[config.mk]
export PLATFORM = sky130hd
export DESIGN_NAME = pes_header_parser
export DESIGN_NICKNAME = d
export VERILOG_FILES = /design/src/pes_hdr_pkg.sv /design/src/pes_header_parser.sv
export SDC_FILE = /design/constraint.sdc
export NUM_CORES = 1
export LEC_CHECK = 0
export ABC_AREA = 1
export ABC_CLOCK_PERIOD_IN_PS = 9500
export BUFFER_PORTS_ARGS = -buffer_cell sky130_fd_sc_hd__buf_2
export CAP_MARGIN = 20
export CORE_MARGIN = 2
export CORE_UTILIZATION = 35
export CTS_CLUSTER_SIZE = 30
export DETAILED_ROUTE_END_ITERATION = 12
export PLACE_DENSITY = 0.5
export SKIP_LAST_GASP = 1
export SYNTH_ARGS = -nofsm -noshare
export SYNTH_HDL_FRONTEND = slang
export SYNTH_SLANG_ARGS = --single-unit
[constraint.sdc]
create_clock -name clk -period 9.5 [get_ports clk]
set_input_delay 0.95 -clock clk [delete_from_list [all_inputs] [get_ports clk]]
set_output_delay 0.95 -clock clk [all_outputs]
set_load 0.01 [all_outputs]
[src/pes_hdr_pkg.sv]
// Package: PES header parser types, result codes and field-extraction helpers.
`timescale 1ns / 1ps

package pes_hdr_pkg;

	localparam int unsigned DATA_W     = 8;
	localparam int unsigned TS_W       = 33;
	localparam int unsigned ESCR_W     = 42;
	localparam int unsigned ESCR_EXT_W = 9;
	localparam int unsigned RATE_W     = 22;
	localparam int unsigned LEN_W      = 16;
	localparam int unsigned IDX_W      = 8;
	localparam int unsigned REQ_W      = 5;
	localparam int unsigned KIND_W     = 2;
	localparam int unsigned TDATA_W    = 200;

	localparam logic [IDX_W-1:0] IDX_SID      = 8'd3;
	localparam logic [IDX_W-1:0] IDX_LEN_HI   = 8'd4;
	localparam logic [IDX_W-1:0] IDX_LEN_LO   = 8'd5;
	localparam logic [IDX_W-1:0] IDX_FLAGS_HI = 8'd6;
	localparam logic [IDX_W-1:0] IDX_FLAGS_LO = 8'd7;
	localparam logic [IDX_W-1:0] IDX_HDR_LEN  = 8'd8;

	localparam logic [IDX_W-1:0] TS_BYTES     = 8'd5;
	localparam logic [LEN_W-1:0] MIN_OPT_LEN  = 16'd3;

	typedef enum logic [KIND_W-1:0] {
		KIND_SUMMARY,
		KIND_PAYLOAD,
		KIND_BAD_START,
		KIND_LEN_ERR
	} kind_t;

	typedef struct packed {
		kind_t                 kind;
		logic [7:0]            pes_id;
		logic [LEN_W-1:0]      packet_length;
		logic [LEN_W-1:0]      flag_bits;
		logic [TS_W-1:0]       pts_value;
		logic [TS_W-1:0]       dts_value;
		logic [TS_W-1:0]       escr_ref;
		logic [ESCR_EXT_W-1:0] escr_extension;
		logic [RATE_W-1:0]     es_rate;
		logic [LEN_W-1:0]      payload_size;
		logic [DATA_W-1:0]     payload_byte;
		logic                  last;
	} result_t;

	function automatic logic lacks_opt_header(logic [7:0] sid);
		return sid == 8'hBC || sid == 8'hBE || sid == 8'hBF || sid == 8'hF0 ||
		       sid == 8'hF1 || sid == 8'hF2 || sid == 8'hF8 || sid == 8'hFF;
	endfunction

	function automatic logic [REQ_W-1:0] ts_len(logic [LEN_W-1:0] flags);
		logic [REQ_W-1:0] n;
		unique case (flags[7:6])
			2'b10:   n = 5'd5;
			2'b11:   n = 5'd10;
			default: n = 5'd0;
		endcase
		return n;
	endfunction

	function automatic logic [REQ_W-1:0] required_bytes(logic [LEN_W-1:0] f);
		return ts_len(f) + (f[5] ? 5'd6 : 5'd0) + (f[4] ? 5'd3 : 5'd0) +
		       REQ_W'(f[3]) + REQ_W'(f[2]) + REQ_W'({f[1], 1'b0}) + REQ_W'(f[0]);
	endfunction

	function automatic logic [TS_W-1:0] ts_shift(logic [TS_W-1:0] acc,
	                                              logic [IDX_W-1:0] k,
	                                              logic [DATA_W-1:0] b);
		logic [TS_W-1:0] r;
		unique case (k)
			8'd0:       r = {30'b0, b[3:1]};
			8'd1, 8'd3: r = {acc[24:0], b};
			default:    r = {acc[25:0], b[7:1]};
		endcase
		return r;
	endfunction

	function automatic logic [ESCR_W-1:0] escr_shift(logic [ESCR_W-1:0] acc,
	                                                  logic [IDX_W-1:0] k,
	                                                  logic [DATA_W-1:0] b);
		logic [ESCR_W-1:0] r;
		unique case (k)
			8'd0:       r = {37'b0, b[5:3], b[1:0]};
			8'd1, 8'd3: r = {acc[33:0], b};
			8'd2, 8'd4: r = {acc[34:0], b[7:3], b[1:0]};
			default:    r = {acc[34:0], b[7:1]};
		endcase
		return r;
	endfunction

	function automatic logic [RATE_W-1:0] rate_shift(logic [RATE_W-1:0] acc,
	                                                  logic [IDX_W-1:0] k,
	                                                  logic [DATA_W-1:0] b);
		logic [RATE_W-1:0] r;
		unique case (k)
			8'd0:    r = {15'b0, b[6:0]};
			8'd1:    r = {acc[13:0], b};
			default: r = {acc[14:0], b[7:1]};
		endcase
		return r;
	endfunction

endpackage

[src/pes_header_parser.sv]
// MPEG-2 PES packet header parser: prefix hunt, header capture, payload pass-through.
// One stream byte is taken per cycle while the slave side does not stall, and every
// byte may follow the previous one in the next cycle. A byte passes an input register
// and then the parse logic, which updates the parse state and loads the result
// register; the master side presents each result from that register. Each byte
// gives at most one result: a header summary (time stamps, ESCR, ES_rate, payload
// size), a payload byte, a bad start code or a length error. tlast on the master side
// marks the final result of a packet. The slave side stalls only while the result
// register holds a result that is not yet taken and the input register is full.
`timescale 1ns / 1ps

module pes_header_parser
	import pes_hdr_pkg::*;
(
	input  logic               clk,
	input  logic               arst_n,
	input  logic               s_tvalid,
	output logic               s_tready,
	input  logic [7:0]         s_tdata,   // [7:0] data_byte
	input  logic               s_tlast,   // end_of_data
	output logic               m_tvalid,
	input  logic               m_tready,
	output logic [TDATA_W-1:0] m_tdata,   // pes_id, packet_length, flag_bits, pts_value,
	                                      // dts_value, escr_ref, escr_extension, es_rate,
	                                      // payload_size, payload_byte, zero fill
	output logic [KIND_W-1:0]  m_tuser,   // kind
	output logic               m_tlast    // last
);

	typedef enum logic [1:0] {
		PH_SEARCH,
		PH_FIXED,
		PH_OPT,
		PH_PAYLOAD
	} phase_t;

	logic              valid_s1;
	logic [DATA_W-1:0] byte_s1;
	logic              eod_s1;
	logic              out_free;
	logic              advance;

	phase_t            phase_q, phase_n;
	logic [IDX_W-1:0]  idx_q, idx_n;
	logic [7:0]        hdl_q, hdl_n;
	logic [7:0]        sid_q, sid_n;
	logic [LEN_W-1:0]  len_q, len_n;
	logic [LEN_W-1:0]  flags_q, flags_n;
	logic [TS_W-1:0]   pts_q, pts_n;
	logic [TS_W-1:0]   dts_q, dts_n;
	logic [ESCR_W-1:0] escr_q, escr_n;
	logic [RATE_W-1:0] rate_q, rate_n;
	logic [LEN_W-1:0]  rem_q, rem_n;

	logic              emit;
	result_t           res_d, res_q;
	logic              res_valid_q;

	assign out_free = !res_valid_q || m_tready;
	assign advance  = valid_s1 && out_free;
	assign s_tready = !valid_s1 || out_free;

	always_comb begin
		logic [1:0]        sidx;
		logic              bad;
		logic              do_sum;
		logic              do_err;
		logic              do_clear;
		logic              full;
		logic              bounded;
		logic              sum_last;
		logic [IDX_W-1:0]  p;
		logic [IDX_W-1:0]  pe;
		logic [IDX_W-1:0]  per;
		logic [IDX_W:0]    o_inc;
		logic [LEN_W:0]    need;
		logic [LEN_W-1:0]  rem_dec;
		kind_t             kind;
		logic              last;
		logic [DATA_W-1:0] pbyte;

		phase_n  = phase_q;
		idx_n    = idx_q;
		hdl_n    = hdl_q;
		sid_n    = sid_q;
		len_n    = len_q;
		flags_n  = flags_q;
		pts_n    = pts_q;
		dts_n    = dts_q;
		escr_n   = escr_q;
		rate_n   = rate_q;
		rem_n    = rem_q;
		emit     = 1'b0;
		do_sum   = 1'b0;
		do_err   = 1'b0;
		do_clear = 1'b0;
		bad      = 1'b0;
		full     = 1'b0;
		kind     = KIND_SUMMARY;
		last     = 1'b0;
		pbyte    = '0;
		sidx     = (idx_q <= 8'd2) ? idx_q[1:0] : 2'd0;
		p        = IDX_W'(ts_len(flags_q));
		pe       = p + (flags_q[5] ? 8'd6 : 8'd0);
		per      = pe + (flags_q[4] ? 8'd3 : 8'd0);
		o_inc    = {1'b0, idx_q} + 9'd1;
		need     = 17'(MIN_OPT_LEN) + 17'(byte_s1);
		rem_dec  = (rem_q != '0) ? rem_q - 16'd1 : rem_q;
		bounded  = 1'b0;
		sum_last = 1'b0;

		unique case (phase_q)
			PH_SEARCH: begin
				if (sidx < 2'd2) begin
					if (byte_s1 == '0) begin
						sidx = sidx + 2'd1;
					end else begin
						bad = 1'b1;
					end
					idx_n = eod_s1 ? '0 : IDX_W'(sidx);
				end else if (byte_s1 == 8'd1) begin
					do_clear = 1'b1;
					phase_n  = PH_FIXED;
					idx_n    = IDX_SID;
					do_err   = eod_s1;
				end else if (byte_s1 != '0) begin
					bad = 1'b1;
				end else begin
					idx_n = eod_s1 ? '0 : IDX_W'(sidx);
				end
				if (bad) begin
					do_clear = 1'b1;
					idx_n    = '0;
					emit     = 1'b1;
					kind     = KIND_BAD_START;
					last     = 1'b1;
				end
			end
			PH_FIXED: begin
				idx_n = idx_q + 8'd1;
				unique case (idx_q)
					IDX_SID: begin
						sid_n  = byte_s1;
						do_err = eod_s1;
					end
					IDX_LEN_HI: begin
						len_n  = {byte_s1, 8'h00};
						do_err = eod_s1;
					end
					IDX_LEN_LO: begin
						len_n = {len_q[15:8], byte_s1};
						if (lacks_opt_header(sid_q)) begin
							rem_n  = len_n;
							do_sum = 1'b1;
						end else begin
							do_err = (len_n != '0 && len_n < MIN_OPT_LEN) || eod_s1;
						end
					end
					IDX_FLAGS_HI: begin
						flags_n = {byte_s1, 8'h00};
						do_err  = eod_s1;
					end
					IDX_FLAGS_LO: begin
						flags_n = {flags_q[15:8], byte_s1};
						do_err  = eod_s1;
					end
					IDX_HDR_LEN: begin
						hdl_n = byte_s1;
						rem_n = (len_q != '0) ? len_q - MIN_OPT_LEN - LEN_W'(byte_s1) : '0;
						if (8'(required_bytes(flags_q)) > byte_s1 ||
						    (len_q != '0 && {1'b0, len_q} < need)) begin
							do_err = 1'b1;
						end else if (byte_s1 == '0) begin
							do_sum = 1'b1;
						end else if (eod_s1) begin
							do_err = 1'b1;
						end else begin
							phase_n = PH_OPT;
							idx_n   = '0;
						end
					end
					default: begin
						phase_n = PH_SEARCH;
						idx_n   = '0;
					end
				endcase
			end
			PH_OPT: begin
				if (idx_q < p) begin
					if (idx_q < TS_BYTES) begin
						pts_n = ts_shift(pts_q, idx_q, byte_s1);
					end else begin
						dts_n = ts_shift(dts_q, idx_q - TS_BYTES, byte_s1);
					end
				end else if (idx_q < pe) begin
					escr_n = escr_shift(escr_q, idx_q - p, byte_s1);
				end else if (idx_q < per) begin
					rate_n = rate_shift(rate_q, idx_q - pe, byte_s1);
				end
				if (o_inc >= {1'b0, hdl_q}) begin
					do_sum = 1'b1;
				end else if (eod_s1) begin
					do_err = 1'b1;
				end else begin
					idx_n = o_inc[IDX_W-1:0];
				end
			end
			PH_PAYLOAD: begin
				if (len_q != '0) begin
					rem_n = rem_dec;
					last  = rem_dec == '0 || eod_s1;
				end else begin
					last  = eod_s1;
				end
				emit  = 1'b1;
				kind  = KIND_PAYLOAD;
				pbyte = byte_s1;
				if (last) begin
					phase_n = PH_SEARCH;
					idx_n   = '0;
				end
			end
			default: begin
				phase_n = PH_SEARCH;
				idx_n   = '0;
			end
		endcase

		if (do_clear) begin
			hdl_n   = '0;
			sid_n   = '0;
			len_n   = '0;
			flags_n = '0;
			pts_n   = '0;
			dts_n   = '0;
			escr_n  = '0;
			rate_n  = '0;
			rem_n   = '0;
		end

		if (do_sum) begin
			bounded  = len_n != '0;
			sum_last = (bounded && rem_n == '0) || eod_s1;
			emit     = 1'b1;
			kind     = KIND_SUMMARY;
			full     = 1'b1;
			last     = sum_last;
			phase_n  = sum_last ? PH_SEARCH : PH_PAYLOAD;
			idx_n    = '0;
		end else if (do_err) begin
			emit    = 1'b1;
			kind    = KIND_LEN_ERR;
			last    = 1'b1;
			phase_n = PH_SEARCH;
			idx_n   = '0;
		end

		res_d.kind           = kind;
		res_d.pes_id         = sid_n;
		res_d.packet_length  = len_n;
		res_d.flag_bits      = flags_n;
		res_d.pts_value      = full ? pts_n : '0;
		res_d.dts_value      = full ? dts_n : '0;
		res_d.escr_ref       = full ? escr_n[ESCR_W-1:ESCR_EXT_W] : '0;
		res_d.escr_extension = full ? escr_n[ESCR_EXT_W-1:0] : '0;
		res_d.es_rate        = full ? rate_n : '0;
		res_d.payload_size   = (full && bounded) ? rem_n : '0;
		res_d.payload_byte   = pbyte;
		res_d.last           = last;
	end

	always_ff @(posedge clk or negedge arst_n) begin
		if (!arst_n) begin
			valid_s1    <= 1'b0;
			res_valid_q <= 1'b0;
			phase_q     <= PH_SEARCH;
			idx_q       <= '0;
			hdl_q       <= '0;
			sid_q       <= '0;
			len_q       <= '0;
			flags_q     <= '0;
			pts_q       <= '0;
			dts_q       <= '0;
			escr_q      <= '0;
			rate_q      <= '0;
			rem_q       <= '0;
		end else begin
			if (s_tready) begin
				valid_s1 <= s_tvalid;
			end
			if (out_free) begin
				res_valid_q <= advance && emit;
			end
			if (advance) begin
				phase_q <= phase_n;
				idx_q   <= idx_n;
				hdl_q   <= hdl_n;
				sid_q   <= sid_n;
				len_q   <= len_n;
				flags_q <= flags_n;
				pts_q   <= pts_n;
				dts_q   <= dts_n;
				escr_q  <= escr_n;
				rate_q  <= rate_n;
				rem_q   <= rem_n;
			end
		end
	end

	always_ff @(posedge clk) begin
		if (s_tready && s_tvalid) begin
			byte_s1 <= s_tdata;
			eod_s1  <= s_tlast;
		end
		if (advance && emit) begin
			res_q <= res_d;
		end
	end

	assign m_tvalid = res_valid_q;
	assign m_tuser  = res_q.kind;
	assign m_tlast  = res_q.last;
	assign m_tdata  = {6'b0, res_q.payload_byte, res_q.payload_size, res_q.es_rate,
	                   res_q.escr_extension, res_q.escr_ref, res_q.dts_value,
	                   res_q.pts_value, res_q.flag_bits, res_q.packet_length,
	                   res_q.pes_id};

	a_search_index: assert property (@(posedge clk) disable iff (!arst_n)
		phase_q == PH_SEARCH |-> idx_q <= 8'd2)
		else $error("search index out of range");

	a_fixed_index: assert property (@(posedge clk) disable iff (!arst_n)
		phase_q == PH_FIXED |-> idx_q >= IDX_SID && idx_q <= IDX_HDR_LEN)
		else $error("fixed header index out of range");

	a_payload_left: assert property (@(posedge clk) disable iff (!arst_n)
		(phase_q == PH_PAYLOAD && len_q != '0) |-> rem_q != '0)
		else $error("payload phase with nothing left");

	a_bad_start_clear: assert property (@(posedge clk) disable iff (!arst_n)
		(advance && emit && res_d.kind == KIND_BAD_START) |->
		(res_d.pes_id == '0 && res_d.packet_length == '0 && res_d.last))
		else $error("bad start code result carries stale fields");

	a_s1_hold: assert property (@(posedge clk) disable iff (!arst_n)
		(valid_s1 && !advance) |=> (valid_s1 && $stable(byte_s1) && $stable(eod_s1)))
		else $error("input register lost a byte");

endmodule

==> run_results.csv <==
group,metric,value,unit
clocking,root_buffer,"clkbuf_16",
logic_synthesis,synthesis.area,23580,µm²
final_layout,final_nets,3110,
clocking,cts-hold-fix-buffers,0,
critical_path,endpoint_kind,"register",
global_routing,antenna_found_initial,0,
sta,maxSlewViolCount,0,
logic_synthesis,synth.distinct_cells,59,
critical_path,cpPeakStageDelay,0.78,ns
floorplanning,core-area,66920,µm²
final_layout,mostFrequentLayoutCells,"nand2_1 (677), nor2_1 (312), inv_1 (301), o21ai_0 (263), buf_2 (210)",
sta,rsz0062_at_grt,"no",
clocking,numCtsBuffers,48,
sta,finClkSkew,0.05013,ns
critical_path,cp_top_family,"buffers and inverters",
logic_synthesis,ys_warn_count,0,
status,status,"finished, final reports clean",
floorplanning,die_x,263.6,µm
global_routing,grt.busiest_layer,"met2",
final_layout,syn2layout_area_growth,13.64,%
logic_synthesis,syn-instance-count,2884,
logic_synthesis,ys.flop_type,"edfxtp_1",
critical_path,critical_path_buf_inv_count,4,
logic_synthesis,synth-edff-count,206,
placed_design,place_congestion,0.8885,
critical_path,r2r-end,"m_tdata[85]",
critical_path,rr_worst_depth,22,
final_layout,layout_commonest_cell,"nand2_1",
global_routing,track_usage,21.12,%
final_layout,n_antenna_cell,0,
global_routing,gr-usage-met2,36.98,%
clocking,cts_setup_buffers,0,
drt,drtPass1Iterations,7,
global_routing,grt_util_met3,2.535,%
drt,routedWlPerCell,18.86,µm
power_and_ir_drop,powerDensity,161.1,nW/µm²
clocking,ctsResizeCount,0,
clocking,clk_path_buf_depth,3,
global_routing,grt_pass1_wl,116200,µm
drt,finalWirelength,74050,µm
floorplanning,initial_core_util,35.24,%
clocking,cts_num_sinks,412,
job,maxCapViolCount,0,
power_and_ir_drop,ir_worst_vdd,0.1279,mV
critical_path,crit_top_cell,"nand2_1",
final_layout,fin_area,26800,µm²
sta,setup-violations-final,0,
logic_synthesis,synthArstFlopShare,50.00,%
critical_path,path_cells,"clkinv_1, a21oi_1, nand3_1, nor3_1, xor2_1, ha_1, nand2_1, o21a_1, o21ai_0, nand3_1, nand2_1, nand3b_1, nand2_1, nand2_1, nand2_1, nand2_4, nand2_1, inv_1, nand2_1, nand2_1, inv_8, buf_4",
global_routing,grt_max_degree,213,
floorplanning,core.rowCount,95,
final_layout,final_layout_size_suffix_gt1_share,11.96,%
critical_path,worstPathArrival,6.23,ns
global_routing,first_global_vias,20150,
critical_path,crit_required,9.72,ns
drt,viasPerCell,5.168,
min_path,hp-class,"primary input to async pin",
sta,clock.fmax,0.1665,GHz
drt,antenna_left,0,
critical_path,criticalPathCategory,"register to register",
sta,min_period,6.007,ns
critical_path,rrSetupSlack,3.49,ns
logic_synthesis,ys_seq_area_share,48.09,%
global_routing,met1_usage,27.28,%
placed_design,hpwl,51710,µm
clocking,htree_levels,2,
drt,post-route-drc-count,0,
clocking,clk_pin_slew,0.07,ns
global_routing,overflow,0,
logic_synthesis,synth.avg_cell_area,8.177,µm²
floorplanning,io_pins,218,
floorplanning,dieArea,69470,µm²
logic_synthesis,yosysTopAreaCell,"edfxtp_1",
critical_path,critPathSlowestCell,"edfxtp_1",
drt,dr.first_iter.drc_count,1528,
sta,fin_tns_setup,0,ns
critical_path,worstPathMaxFanout,117,
clocking,insertion_delay,0.63,ns
placed_design,dpl_cell_area,25130,µm²
logic_synthesis,ys_ff_latch,412,
clocking,cts_tree,"built",
sta,max_slew_margin,30.94,%
logic_synthesis,ys_top_cells_by_area,"edfxtp_1 (26%), dfrtp_1 (22%), nand2_1 (11%)",
floorplanning,die_h,263.6,µm
sta,period_share,63.23,%
power_and_ir_drop,p_leak,11.20,nW
logic_synthesis,synth_top_area_share,26.23,%
power_and_ir_drop,power.total,4.317,mW
placed_design,place.port_buffers,211,
sta,finalHoldViolCount,0,
drt,num_vias,20290,
sta,tightest_slew,1.036,ns
critical_path,startpoint_type,"register",
critical_path,rr_startpoint,"byte_s1[2]",
worst register-to-register path, stage by stage (launching register included):
cell and delay [ns]:
edfxtp_1 0.78, clkinv_1 0.56, a21oi_1 0.35, nand3_1 0.16, nor3_1 0.23, xor2_1 0.12, ha_1 0.33, nand2_1 0.06
o21a_1 0.18, o21ai_0 0.10, nand3_1 0.10, nand2_1 0.17, nand3b_1 0.10, nand2_1 0.08, nand2_1 0.05, nand2_1 0.11
nand2_4 0.26, nand2_1 0.23, inv_1 0.10, nand2_1 0.08, nand2_1 0.15, inv_8 0.61, buf_4 0.66
state kept, by name (all words and copies together) (netlist names), 2 cells and up:
| signal | count |
|---|---|
| m_tdata | 194 |
| escr_q | 42 |
| dts_q | 33 |
| pts_q | 33 |
| rate_q | 22 |
| flags_q | 16 |
| len_q | 16 |
| rem_q | 16 |
| byte_s1 | 8 |
| hdl_q | 8 |
| idx_q | 8 |
| sid_q | 8 |
| m_tuser | 2 |
| phase_q | 2 |
power by group:
part | switching (mW) | total, mW | internal (mW)
sequential | 0.0438 | 2.04 | 1.99
combinational | 0.292 | 0.389 | 0.0969
clock | 0.792 | 1.89 | 1.10
total | 1.13 | 4.32 | 3.19
metrics by stage:
stage	util [%]	instances	worst slack (ns)	hold slack (ns)
after global placement	37.54	3832	3.521	0.4638
after detailed placement	37.55	3833	3.482	0.4662
after CTS	39.96	3923	3.399	0.3292
after floorplan	-	2889	1.606	0.4479
final	40.04	3925	3.493	0.3047
after global routing	40.04	3925	3.040	0.3526
metal layers:
metal  routed length [µm]  part of all wire, %
met4                 1883                  2.5
met3                 2924                  3.9
met1                32590                   44
met5                    0                    0
met2                36650                   49
cells in the mapped netlist (30+ instances only):
library cell,instances
nand2_1,677
nor2_1,312
inv_1,302
o21ai_0,264
dfrtp_1,206
edfxtp_1,206
a21oi_1,184
nand3_1,129
clkbuf_1,79
ha_1,76
o21ai_1,73
o221ai_1,49
buf_2,40
o22ai_1,30
worst max-delay path by stage:
stage	start	end	slack (ns)	cells after the start
floorplan	flags_q[4]	m_tdata[0]	1.61	22
CTS	flags_q[4]	m_tdata[85]	3.40	21
global route	flags_q[4]	m_tdata[85]	3.04	21
global placement	flags_q[4]	m_tdata[85]	3.52	21
detailed placement	flags_q[4]	m_tdata[87]	3.48	21
finish	byte_s1[2]	m_tdata[85]	3.49	22
logic make-up after synthesis:
| group | after synthesis | synth area share (%) |
|---|---|---|
| simple gates | 1208 | 21.58 |
| compound gates | 675 | 16.10 |
| buf+inv | 481 | 8.595 |
| flops | 412 | 48.09 |
| fa+ha+maj | 85 | 4.796 |
| xor+xnor | 22 | 0.8171 |
| other cells | 1 | 0.01590 |
layout make-up:
| class | count | area (µm²) |
|---|---|---|
| multi-input combinational | 1996 | 10260 |
| clock inverter | 30 | 335.3 |
| fill | 6932 | 40120 |
| sequential | 412 | 11340 |
| inverter | 324 | 1229 |
| timing repair buffer | 230 | 1265 |
| tap | 873 | 1092 |
| clock buffer | 60 | 1276 |
Power figures use the tool's default switching activity.
